**config.mk**
```make
export PLATFORM = sky130hd
export DESIGN_NAME = tty_line_edit_input_queue_unit_flat
export DESIGN_NICKNAME = d
export VERILOG_FILES = /design/src/rtl/tlq_pkg.sv /design/src/rtl/tlq_req_if.sv /design/src/rtl/tlq_rsp_if.sv /design/src/rtl/tlq_cfg.sv /design/src/rtl/tlq_front.sv /design/src/rtl/tlq_cmd_fifo.sv /design/src/rtl/tlq_back.sv /design/src/rtl/tty_line_edit_input_queue_unit.sv /design/src/flat_wrapper.sv
export SDC_FILE = /design/constraint.sdc
export NUM_CORES = 1
export LEC_CHECK = 0
export ABC_AREA = 0
export ABC_CLOCK_PERIOD_IN_PS = 9500
export BUFFER_PORTS_ARGS = -buffer_cell sky130_fd_sc_hd__buf_4
export CORE_MARGIN = 5
export CORE_UTILIZATION = 65
export CTS_CLUSTER_SIZE = 16
export DETAILED_ROUTE_END_ITERATION = 16
export GPL_ROUTABILITY_DRIVEN = 1
export PLACE_DENSITY = 0.82
export SYNTH_ARGS = -nofsm -noshare
export SYNTH_HDL_FRONTEND = slang
export SYNTH_SLANG_ARGS = --single-unit
```
**constraint.sdc**
```tcl
create_clock -name clk -period 9.5 [get_ports clk]
set_input_delay 1.9 -clock clk [delete_from_list [all_inputs] [get_ports clk]]
set_output_delay 1.9 -clock clk [all_outputs]
set_load 0.01 [all_outputs]
```
**src/rtl/tlq_pkg.sv**
```systemverilog
// ----------------------------------------------------------------------------
// tlq_pkg
// Types, constants and ring index helpers for the terminal line input queue.
// ----------------------------------------------------------------------------
package tlq_pkg;

    localparam int BUF_DEPTH = 128;
    localparam int IDX_MOD   = 2 * BUF_DEPTH;
    localparam int IDX_W     = $clog2(IDX_MOD);
    localparam int ADDR_W    = $clog2(BUF_DEPTH);

    localparam int CMDQ_DEPTH = 2;
    localparam int CMDQ_PTR_W = $clog2(CMDQ_DEPTH);
    localparam int CMDQ_CNT_W = $clog2(CMDQ_DEPTH + 1);

    localparam int CFG_ADDR_W = 4;

    localparam logic [7:0] CH_NUL = 8'h00;
    localparam logic [7:0] CH_EOT = 8'h04;
    localparam logic [7:0] CH_BS  = 8'h08;
    localparam logic [7:0] CH_LF  = 8'h0a;
    localparam logic [7:0] CH_CR  = 8'h0d;
    localparam logic [7:0] CH_SP  = 8'h20;
    localparam logic [7:0] CH_DEL = 8'h7f;

    typedef enum logic [1:0] {
        CFG_ECHO  = 2'd0,
        CFG_CANON = 2'd1,
        CFG_CRNL  = 2'd2
    } cfg_reg_t;

    typedef enum logic [1:0] {
        OUT_ECHO  = 2'd0,
        OUT_BYTE  = 2'd1,
        OUT_EMPTY = 2'd2,
        OUT_EOF   = 2'd3
    } out_kind_t;

    typedef enum logic [1:0] {
        CMD_STORE = 2'd0,
        CMD_ERASE = 2'd1,
        CMD_POP   = 2'd2
    } cmd_op_t;

    typedef enum logic [1:0] {
        BK_IDLE,
        BK_READ,
        BK_EMIT
    } back_state_t;

    typedef struct packed {
        logic echo;
        logic canon;
        logic crnl;
    } cfg_t;

    typedef struct packed {
        cmd_op_t    op;
        logic [7:0] data;
        logic       first;
    } cmd_t;

    typedef struct packed {
        out_kind_t  kind;
        logic [7:0] data;
        logic       line_end;
    } result_t;

    typedef logic [IDX_W-1:0]  idx_t;
    typedef logic [ADDR_W-1:0] addr_t;

    function automatic idx_t idx_inc(input idx_t a);
        idx_t r;
        if (a == IDX_W'(IDX_MOD - 1))
            r = '0;
        else
            r = a + idx_t'(1);
        return r;
    endfunction

    function automatic idx_t idx_dec(input idx_t a);
        idx_t r;
        if (a == '0)
            r = IDX_W'(IDX_MOD - 1);
        else
            r = a - idx_t'(1);
        return r;
    endfunction

    // a - b modulo the index range
    function automatic idx_t idx_diff(input idx_t a, input idx_t b);
        logic [IDX_W:0] t;
        t = {1'b0, a} - {1'b0, b};
        if (t[IDX_W])
            t = t + (IDX_W+1)'(IDX_MOD);
        return t[IDX_W-1:0];
    endfunction

    function automatic addr_t idx_addr(input idx_t a);
        idx_t r;
        if (a >= IDX_W'(BUF_DEPTH))
            r = a - IDX_W'(BUF_DEPTH);
        else
            r = a;
        return r[ADDR_W-1:0];
    endfunction

endpackage

```
**src/rtl/tlq_req_if.sv**
```systemverilog
// ----------------------------------------------------------------------------
// tlq_req_if
// Request channel: received byte or reader pop.
// ----------------------------------------------------------------------------
interface tlq_req_if;
    logic       valid;
    logic       ready;
    logic       kind;
    logic [7:0] rx_byte;
    logic       read_first;

    modport source (output valid, output kind, output rx_byte, output read_first,
                    input ready);
    modport sink (input valid, input kind, input rx_byte, input read_first,
                  output ready);
endinterface

```
**src/rtl/tlq_rsp_if.sv**
```systemverilog
// ----------------------------------------------------------------------------
// tlq_rsp_if
// Result channel: echo bytes and read results.
// ----------------------------------------------------------------------------
interface tlq_rsp_if;
    logic       valid;
    logic       ready;
    logic [1:0] out_kind;
    logic [7:0] out_byte;
    logic       line_end;
    logic       last;

    modport source (output valid, output out_kind, output out_byte, output line_end,
                    output last, input ready);
    modport sink (input valid, input out_kind, input out_byte, input line_end,
                  input last, output ready);
endinterface

```
**src/rtl/tlq_cfg.sv**
```systemverilog
// ----------------------------------------------------------------------------
// tlq_cfg
// APB register file for echo, canonical mode and CR translation.
// ----------------------------------------------------------------------------
module tlq_cfg
    import tlq_pkg::*;
(
    input  logic                  clk,
    input  logic                  rst_n,
    input  logic                  psel,
    input  logic                  penable,
    input  logic                  pwrite,
    input  logic [CFG_ADDR_W-1:0] paddr,
    input  logic [31:0]           pwdata,
    output logic [31:0]           prdata,
    output logic                  pready,
    output cfg_t                  cfg
);

    cfg_t cfg_reg;
    cfg_t cfg_next;
    logic wr_en;

    assign pready = 1'b1;
    assign wr_en  = psel && penable && pwrite;
    assign cfg    = cfg_reg;

    always_comb
    begin
        cfg_next = cfg_reg;
        if (wr_en)
        begin
            case (cfg_reg_t'(paddr[3:2]))
                CFG_ECHO:  cfg_next.echo  = pwdata[0];
                CFG_CANON: cfg_next.canon = pwdata[0];
                CFG_CRNL:  cfg_next.crnl  = pwdata[0];
                default:   cfg_next = cfg_reg;
            endcase
        end
    end

    always_comb
    begin
        case (cfg_reg_t'(paddr[3:2]))
            CFG_ECHO:  prdata = {31'd0, cfg_reg.echo};
            CFG_CANON: prdata = {31'd0, cfg_reg.canon};
            CFG_CRNL:  prdata = {31'd0, cfg_reg.crnl};
            default:   prdata = '0;
        endcase
    end

    always_ff @(posedge clk or negedge rst_n)
    begin
        if (!rst_n)
            cfg_reg <= '{echo: 1'b1, canon: 1'b1, crnl: 1'b1};
        else
            cfg_reg <= cfg_next;
    end

endmodule

```
**src/rtl/tlq_front.sv**
```systemverilog
// ----------------------------------------------------------------------------
// tlq_front
// Accepts requests, drops swallowed bytes and turns the rest into commands.
// ----------------------------------------------------------------------------
module tlq_front
    import tlq_pkg::*;
(
    tlq_req_if.sink req,
    input  cfg_t    cfg,
    output logic    push_valid,
    output cmd_t    push_cmd,
    input  logic    push_ready
);

    logic [7:0] rx;
    logic       drop;

    assign rx        = req.rx_byte;
    assign req.ready = push_ready;

    always_comb
    begin
        drop           = 1'b0;
        push_cmd.op    = CMD_POP;
        push_cmd.data  = rx;
        push_cmd.first = req.read_first;
        if (!req.kind)
        begin
            push_cmd.op = CMD_STORE;
            if (cfg.canon && (rx inside {8'h02, 8'h08, 8'h0c, 8'h0e, 8'h0f,
                                         8'h10, 8'h13, 8'h14, 8'h15}))
                drop = 1'b1;
            else if (cfg.canon && rx == CH_DEL)
                push_cmd.op = CMD_ERASE;
            else if (rx == CH_NUL)
                drop = 1'b1;
            else if (cfg.crnl && rx == CH_CR)
                push_cmd.data = CH_LF;
        end
    end

    // swallowed bytes are taken without a queue entry
    assign push_valid = req.valid && !drop;

endmodule

```
**src/rtl/tlq_cmd_fifo.sv**
```systemverilog
// ----------------------------------------------------------------------------
// tlq_cmd_fifo
// Short command queue between the classifier and the executor.
// ----------------------------------------------------------------------------
module tlq_cmd_fifo
    import tlq_pkg::*;
(
    input  logic clk,
    input  logic rst_n,
    input  logic push_valid,
    input  cmd_t push_cmd,
    output logic push_ready,
    output logic pop_valid,
    output cmd_t pop_cmd,
    input  logic pop_ready
);

    cmd_t                  entry_reg [CMDQ_DEPTH];
    logic [CMDQ_PTR_W-1:0] wr_ptr_reg, wr_ptr_next;
    logic [CMDQ_PTR_W-1:0] rd_ptr_reg, rd_ptr_next;
    logic [CMDQ_CNT_W-1:0] count_reg, count_next;
    logic                  do_push, do_pop;

    assign push_ready = (count_reg != CMDQ_CNT_W'(CMDQ_DEPTH));
    assign pop_valid  = (count_reg != '0);
    assign pop_cmd    = entry_reg[rd_ptr_reg];
    assign do_push    = push_valid && push_ready;
    assign do_pop     = pop_valid && pop_ready;

    always_comb
    begin
        wr_ptr_next = wr_ptr_reg;
        rd_ptr_next = rd_ptr_reg;
        count_next  = count_reg;
        if (do_push)
        begin
            if (wr_ptr_reg == CMDQ_PTR_W'(CMDQ_DEPTH - 1))
                wr_ptr_next = '0;
            else
                wr_ptr_next = wr_ptr_reg + CMDQ_PTR_W'(1);
        end
        if (do_pop)
        begin
            if (rd_ptr_reg == CMDQ_PTR_W'(CMDQ_DEPTH - 1))
                rd_ptr_next = '0;
            else
                rd_ptr_next = rd_ptr_reg + CMDQ_PTR_W'(1);
        end
        if (do_push && !do_pop)
            count_next = count_reg + CMDQ_CNT_W'(1);
        else if (do_pop && !do_push)
            count_next = count_reg - CMDQ_CNT_W'(1);
    end

    always_ff @(posedge clk or negedge rst_n)
    begin
        if (!rst_n)
        begin
            wr_ptr_reg <= '0;
            rd_ptr_reg <= '0;
            count_reg  <= '0;
        end
        else
        begin
            wr_ptr_reg <= wr_ptr_next;
            rd_ptr_reg <= rd_ptr_next;
            count_reg  <= count_next;
        end
    end

    always_ff @(posedge clk)
    begin
        if (do_push)
            entry_reg[wr_ptr_reg] <= push_cmd;
    end

endmodule

```
**src/rtl/tlq_back.sv**
```systemverilog
// ----------------------------------------------------------------------------
// tlq_back
// Executes commands on the ring buffer and sends out the results.
// ----------------------------------------------------------------------------
module tlq_back
    import tlq_pkg::*;
(
    input  logic     clk,
    input  logic     rst_n,
    input  cfg_t     cfg,
    input  logic     cmd_valid,
    input  cmd_t     cmd,
    output logic     cmd_ready,
    tlq_rsp_if.source rsp
);

    logic [7:0]  mem [BUF_DEPTH];
    logic [7:0]  rd_data_reg;
    logic        mem_we, mem_re;
    addr_t       mem_waddr, mem_raddr;

    back_state_t state_reg, state_next;
    idx_t        read_idx_reg, read_idx_next;
    idx_t        commit_idx_reg, commit_idx_next;
    idx_t        edit_idx_reg, edit_idx_next;
    logic        first_reg, first_next;
    result_t     pend_reg [3];
    result_t     pend_next [3];
    logic [1:0]  pend_cnt_reg, pend_cnt_next;

    logic        out_valid_reg, out_valid_next;
    result_t     out_res_reg, out_res_next;
    logic        out_last_reg, out_last_next;
    logic        out_load;

    idx_t        edit_inc;
    idx_t        fill_now;
    idx_t        fill_after;

    assign edit_inc   = idx_inc(edit_idx_reg);
    assign fill_now   = idx_diff(edit_idx_reg, read_idx_reg);
    assign fill_after = idx_diff(edit_inc, read_idx_reg);

    assign cmd_ready = (state_reg == BK_IDLE);
    assign out_load  = (state_reg == BK_EMIT) && (!out_valid_reg || rsp.ready);

    always_comb
    begin
        state_next      = state_reg;
        read_idx_next   = read_idx_reg;
        commit_idx_next = commit_idx_reg;
        edit_idx_next   = edit_idx_reg;
        first_next      = first_reg;
        pend_next       = pend_reg;
        pend_cnt_next   = pend_cnt_reg;
        mem_we          = 1'b0;
        mem_re          = 1'b0;
        mem_waddr       = idx_addr(edit_idx_reg);
        mem_raddr       = idx_addr(read_idx_reg);
        out_valid_next  = out_valid_reg && !rsp.ready;
        out_res_next    = out_res_reg;
        out_last_next   = out_last_reg;

        case (state_reg)
            BK_IDLE:
            begin
                if (cmd_valid)
                begin
                    case (cmd.op)
                        CMD_STORE:
                        begin
                            if (fill_now < IDX_W'(BUF_DEPTH))
                            begin
                                mem_we        = 1'b1;
                                edit_idx_next = edit_inc;
                                if (!cfg.canon || cmd.data == CH_LF || cmd.data == CH_EOT ||
                                    fill_after == IDX_W'(BUF_DEPTH))
                                    commit_idx_next = edit_inc;
                                if (cfg.echo)
                                begin
                                    state_next = BK_EMIT;
                                    if (cmd.data == CH_LF)
                                    begin
                                        pend_next[0]  = '{OUT_ECHO, CH_CR, 1'b0};
                                        pend_next[1]  = '{OUT_ECHO, cmd.data, 1'b0};
                                        pend_cnt_next = 2'd2;
                                    end
                                    else
                                    begin
                                        pend_next[0]  = '{OUT_ECHO, cmd.data, 1'b0};
                                        pend_cnt_next = 2'd1;
                                    end
                                end
                            end
                        end
                        CMD_ERASE:
                        begin
                            if (edit_idx_reg != commit_idx_reg)
                            begin
                                edit_idx_next = idx_dec(edit_idx_reg);
                                if (cfg.echo)
                                begin
                                    state_next    = BK_EMIT;
                                    pend_next[0]  = '{OUT_ECHO, CH_BS, 1'b0};
                                    pend_next[1]  = '{OUT_ECHO, CH_SP, 1'b0};
                                    pend_next[2]  = '{OUT_ECHO, CH_BS, 1'b0};
                                    pend_cnt_next = 2'd3;
                                end
                            end
                        end
                        CMD_POP:
                        begin
                            if (read_idx_reg == commit_idx_reg)
                            begin
                                state_next    = BK_EMIT;
                                pend_next[0]  = '{OUT_EMPTY, 8'h00, 1'b0};
                                pend_cnt_next = 2'd1;
                            end
                            else
                            begin
                                mem_re     = 1'b1;
                                first_next = cmd.first;
                                state_next = BK_READ;
                            end
                        end
                        default:
                        begin
                            state_next = BK_IDLE;
                        end
                    endcase
                end
            end
            BK_READ:
            begin
                state_next    = BK_EMIT;
                pend_cnt_next = 2'd1;
                // end of file stays queued unless it opens the read call
                if (rd_data_reg == CH_EOT)
                begin
                    if (first_reg)
                        read_idx_next = idx_inc(read_idx_reg);
                    pend_next[0] = '{OUT_EOF, 8'h00, 1'b0};
                end
                else
                begin
                    read_idx_next = idx_inc(read_idx_reg);
                    pend_next[0]  = '{OUT_BYTE, rd_data_reg,
                                      cfg.canon && rd_data_reg == CH_LF};
                end
            end
            BK_EMIT:
            begin
                if (out_load)
                begin
                    out_valid_next = 1'b1;
                    out_res_next   = pend_reg[0];
                    out_last_next  = (pend_cnt_reg == 2'd1);
                    pend_next[0]   = pend_reg[1];
                    pend_next[1]   = pend_reg[2];
                    pend_cnt_next  = pend_cnt_reg - 2'd1;
                    if (pend_cnt_reg == 2'd1)
                        state_next = BK_IDLE;
                end
            end
            default:
            begin
                state_next = BK_IDLE;
            end
        endcase
    end

    always_ff @(posedge clk or negedge rst_n)
    begin
        if (!rst_n)
        begin
            state_reg      <= BK_IDLE;
            read_idx_reg   <= '0;
            commit_idx_reg <= '0;
            edit_idx_reg   <= '0;
            pend_cnt_reg   <= '0;
            out_valid_reg  <= 1'b0;
        end
        else
        begin
            state_reg      <= state_next;
            read_idx_reg   <= read_idx_next;
            commit_idx_reg <= commit_idx_next;
            edit_idx_reg   <= edit_idx_next;
            pend_cnt_reg   <= pend_cnt_next;
            out_valid_reg  <= out_valid_next;
        end
    end

    always_ff @(posedge clk)
    begin
        first_reg    <= first_next;
        pend_reg     <= pend_next;
        out_res_reg  <= out_res_next;
        out_last_reg <= out_last_next;
    end

    always_ff @(posedge clk)
    begin
        if (mem_we)
            mem[mem_waddr] <= cmd.data;
        if (mem_re)
            rd_data_reg <= mem[mem_raddr];
    end

    assign rsp.valid    = out_valid_reg;
    assign rsp.out_kind = out_res_reg.kind;
    assign rsp.out_byte = out_res_reg.data;
    assign rsp.line_end = out_res_reg.line_end;
    assign rsp.last     = out_last_reg;

endmodule

```
**src/rtl/tty_line_edit_input_queue_unit.sv**
```systemverilog
// ----------------------------------------------------------------------------
// tty_line_edit_input_queue_unit
// Terminal input line discipline over a ring buffer with edit and commit.
// ----------------------------------------------------------------------------
//   channel  direction  transfer carries
//   req      in         kind, rx_byte, read_first
//   rsp      out        out_kind, out_byte, line_end, last
//   apb      in/out     echo_enable, line_mode, cr_to_nl at 0x0, 0x4, 0x8
//
// a command is taken while the executor is idle; a pop first does a registered
// ring read; the next command waits until its last result, if any, is loaded out
// swallowed bytes leave the front with no queue entry
// the two-entry command queue lets requests arrive while results are stalled
// reset clears the indices; the ring contents are left as they are
// ----------------------------------------------------------------------------
module tty_line_edit_input_queue_unit
    import tlq_pkg::*;
(
    input  logic                  clk,
    input  logic                  rst_n,
    tlq_req_if.sink               req,
    tlq_rsp_if.source             rsp,
    input  logic                  psel,
    input  logic                  penable,
    input  logic                  pwrite,
    input  logic [CFG_ADDR_W-1:0] paddr,
    input  logic [31:0]           pwdata,
    output logic [31:0]           prdata,
    output logic                  pready
);

    cfg_t cfg;
    logic push_valid, push_ready;
    cmd_t push_cmd;
    logic cmd_valid, cmd_ready;
    cmd_t cmd;

    tlq_cfg u_cfg (
        .clk     (clk),
        .rst_n   (rst_n),
        .psel    (psel),
        .penable (penable),
        .pwrite  (pwrite),
        .paddr   (paddr),
        .pwdata  (pwdata),
        .prdata  (prdata),
        .pready  (pready),
        .cfg     (cfg)
    );

    tlq_front u_front (
        .req        (req),
        .cfg        (cfg),
        .push_valid (push_valid),
        .push_cmd   (push_cmd),
        .push_ready (push_ready)
    );

    tlq_cmd_fifo u_fifo (
        .clk        (clk),
        .rst_n      (rst_n),
        .push_valid (push_valid),
        .push_cmd   (push_cmd),
        .push_ready (push_ready),
        .pop_valid  (cmd_valid),
        .pop_cmd    (cmd),
        .pop_ready  (cmd_ready)
    );

    tlq_back u_back (
        .clk       (clk),
        .rst_n     (rst_n),
        .cfg       (cfg),
        .cmd_valid (cmd_valid),
        .cmd       (cmd),
        .cmd_ready (cmd_ready),
        .rsp       (rsp)
    );

endmodule
```
**src/flat_wrapper.sv**
```systemverilog
// flat-port wrapper written by rule: the top's interface ports become plain ports
module tty_line_edit_input_queue_unit_flat import tlq_pkg::*;
  (clk, rst_n, psel, penable, pwrite, paddr, pwdata, prdata, pready, req_valid, req_kind, req_rx_byte, req_read_first, req_ready, rsp_valid, rsp_out_kind, rsp_out_byte, rsp_line_end, rsp_last, rsp_ready);
  tlq_req_if req_i ();
  tlq_rsp_if rsp_i ();
  input  logic clk;
  input  logic rst_n;
  input  logic psel;
  input  logic penable;
  input  logic pwrite;
  input  logic [CFG_ADDR_W-1:0] paddr;
  input  logic [31:0] pwdata;
  output logic [31:0] prdata;
  output logic pready;
  input wire logic [$bits(req_i.valid)-1:0] req_valid;
  input wire logic [$bits(req_i.kind)-1:0] req_kind;
  input wire logic [$bits(req_i.rx_byte)-1:0] req_rx_byte;
  input wire logic [$bits(req_i.read_first)-1:0] req_read_first;
  output wire logic [$bits(req_i.ready)-1:0] req_ready;
  output wire logic [$bits(rsp_i.valid)-1:0] rsp_valid;
  output wire logic [$bits(rsp_i.out_kind)-1:0] rsp_out_kind;
  output wire logic [$bits(rsp_i.out_byte)-1:0] rsp_out_byte;
  output wire logic [$bits(rsp_i.line_end)-1:0] rsp_line_end;
  output wire logic [$bits(rsp_i.last)-1:0] rsp_last;
  input wire logic [$bits(rsp_i.ready)-1:0] rsp_ready;
  assign req_i.valid = req_valid;
  assign req_i.kind = req_kind;
  assign req_i.rx_byte = req_rx_byte;
  assign req_i.read_first = req_read_first;
  assign req_ready = req_i.ready;
  assign rsp_valid = rsp_i.valid;
  assign rsp_out_kind = rsp_i.out_kind;
  assign rsp_out_byte = rsp_i.out_byte;
  assign rsp_line_end = rsp_i.line_end;
  assign rsp_last = rsp_i.last;
  assign rsp_i.ready = rsp_ready;
  tty_line_edit_input_queue_unit u_core (.clk(clk), .rst_n(rst_n), .req(req_i), .rsp(rsp_i), .psel(psel), .penable(penable), .pwrite(pwrite), .paddr(paddr), .pwdata(pwdata), .prdata(prdata), .pready(pready));
endmodule
```
==> results.md <==
* Status: finished, final reports clean
* Crit Path Class: reg -> reg
* Worst-margin pin slew at between 1 and 1.5 ns
* MaxCap Viol Count at 0
* Synth Cell Area at around 45,000 sq um
* Synth Warn # at 0
* Fill count at about 3,800
* Die width at between 200 and 300 um
* Post-CTS Hold Buffers at 0
* Setup Skew at between 0.03 and 0.04 ns
* Most common cell after layout, fill and taps aside: edfxtp_1
* Total Routed Length at approximately 110,000 um
* Clock tree buffer depth at 3
* CP Launch Type: register
* Placement Cell Area at 46,210 sq um
* Hold depth at 0
* R2r startpoint: u_core.u_back.read_idx_reg[3]
* Inst Count DP at 3,160
* Final #Nets at around 2,400
* Layout area overhead at 9.624%
* Leak pwr at 15.68 nW
* Global-route wire length before repair at between 150,000 and 200,000 um
* Endpoint, Worst Hold: u_core.u_back.rsp.out_kind[0]
* Most frequent cells in the layout: 1,086 x edfxtp_1, 287 x mux4_2, 175 x nor2_1
* TNS Setup at 0 ns
* Worst Reg-to-Reg Cells at 10
* Mean post-synth cell area at 19.79 sq um
* CTS resizes at 0
* Final HPWL DP at ~60,000 um
* Min cycle time layout at 5.160 ns
* Fin. Hold Viols at 0
* Post-synth top area cell: edfxtp_1
* Post-synth EDFFs at 1,086
* TritonCTS clock tree: done
* Slew Viols, Final at 0
* Layout cells sized above 1 at 0.2247
* Std-Cell Rows at 96
* Critical path origin: u_core.u_back.read_idx_reg[3]
* Initial antenna violation count at 4
* Max VDD drop at approximately 0.4 mV
* CTS HTree Levels at 3
* CTS buffer count at around 110
* Power Dens Cells at roughly 300 nW/um^2
* Input/output buffers at 34
* Die ar. at ~75,000 sq um
* Number of global-route vias before repair at around 23,000
* Post-CTS setup repair buffer count at 0
* Hold Path Origin: u_core.u_back.pend_reg[31]
* CTS sink cnt at around 1,100
* Worst min-delay path class: reg -> reg
* Vias per cell at between 6 and 7
* Tot GR Track Use at 0.2847
* Cell variety after synth at roughly 70
* Crit path DAT at 5.45 ns
* Worst EP required at roughly 9.8 ns
* Seq/Total Area, Yosys at 0.7421
* Antenna Nets Post-Route at 0
* Pin count of the biggest net entering global routing at 146
* CTS clk-pin slew, worst paths at roughly 0.070 ns
* Final setup violation count at 0
* Critical path endpoint category: register
* Final Instance Count excl. Fillers at roughly 3,400
* DRC Markers at 0
* Routed len/inst at 31.48 um
* Starting Density at 0.6574
* Min Hold Slack at roughly 0.42 ns
* Mapped Cells at around 2,300
* Fmax achieved at 193.8 MHz
* Top FF cell, synth: edfxtp_1
* Reg-to-reg slack, setup at roughly 4.3 ns
* Slew margin rel. at 0.08004
* Cell area after layout at between 40,000 and 50,000 sq um
* Largest register FFs at between 1,000 and 1,500
* Detailed-route via count at about 23,000
* Top cell type's share of synthesized area at 0.7221
* #FFs+latches synth at between 1,000 and 1,500
* I/O pins at 100
* Clock latency on the worst-skew pair at just under 0.7 ns
* Dominant cells by area after synthesis: edfxtp_1 72%, mux4_2 14%, dfrtp_1 1.8%
* Final core occ at 0.7206
* Final period util at 0.5432
* Root buffer cell: clkbuf_16
* CP max FO at 11
* Gr ovfl total at 0
* Core ar. at ~69,000 sq um
* DR iter-0 viols at ~3,300
* Die H at around 270 um
* GPL Wtd Cong at between 0.8 and 0.9
* FF-to-FF End: u_core.u_back.mem[76][1]
* Drt pass-1 iters at 6
* Synth async-reset ratio at 0.03209
* Unrepaired setup endpoints after global routing: no
## cells in the mapped netlist (6+ instances only)
library cell     n
a31oi_1         15
o22ai_1          6
ha_1            28
nor2b_1         12
buf_2           32
nor2_1         175
mux4_2         287
nand4_1          9
mux2i_1         45
a21oi_1         49
dfrtp_1         33
edfxtp_1      1086
clkbuf_1        53
xnor2_1         16
mux2_2          19
nand2_1         95
a21o_1           8
xor2_1          18
nor4_1           6
o21ai_0         38
inv_1           27
nor3_1          15
nand3_1         22
nand2b_1         9
a22oi_1         31
buf_1           11
a221oi_1         9
buf_4           50
## area by class of cell
class | count | area [sq um] | area share
Tap cell | 931 | 1165 | 0.02353
Sequential cell | 1122 | 33520 | 0.6771
Timing Repair Buffer | 65 | 513.0 | 0.01036
Multi-Input combinational cell | 1012 | 10880 | 0.2198
Clock buffer | 137 | 2769 | 0.05592
Clock inverter | 55 | 531.8 | 0.01074
Antenna cell | 1 | 2.502 | 0.00005054
Inverter | 30 | 125.1 | 0.002527
## through the flow
step,power (mW),setup WS (ns)
global placement,10.63,4.657
finish,14.85,4.340
detailed placement,10.79,4.535
CTS,14.84,4.523
global route,15.37,4.299
floorplan,9.466,5.326
## how the worst max path moves through the flow
stage	endpoint	slack [ns]
final	u_core.u_back.mem[76][1]	4.34
after global routing	u_core.u_back.mem[76][7]	4.30
after CTS	u_core.u_back.mem[76][7]	4.52
after detailed placement	u_core.u_back.mem[17][0]	4.53
after global placement	u_core.u_back.rd_data_reg[7]	4.66
after floorplan	prdata[0]	5.33
## report_power, final
part | total (mW) | switching [mW] | internal, mW
clock | 4.05 | 1.79 | 2.25
sequential | 6.51 | 0.262 | 6.25
combinational | 4.28 | 2.63 | 1.65
total | 14.8 | 4.69 | 10.2
## layer usage
metal | global-route usage | vias up | share of wire
met2 | 0.4593 | 1650 | 0.49
met5 | 0 | - | 0.00022
met1 | 0.3914 | 11984 | 0.35
met3 | 0.06442 | 323 | 0.11
li1 | - | 9341 | -
met4 | 0.1059 | 4 | 0.046
## logic make-up after synthesis
kind of cell    after synthesis  synth area share
flops                      1122            0.7421
simple gates                373           0.03682
mux                         353            0.1583
compound gates              192           0.02809
buf+inv                     178           0.02017
xor+xnor                     34          0.006593
fa+ha+maj                    28          0.007757
other cells                   2         0.0001663
## worst max-delay path: stages, from the launching register on
cell	delay [ns]
dfrtp_2	0.36
clkinv_1	0.67
ha_1	0.61
nand3_1	0.10
a21oi_1	0.15
mux2i_1	0.42
nand3_1	0.13
nor2_1	0.31
nand4_1	0.74
buf_4	0.55
nor2_1	0.71
(Power assumes the default switching activity.)
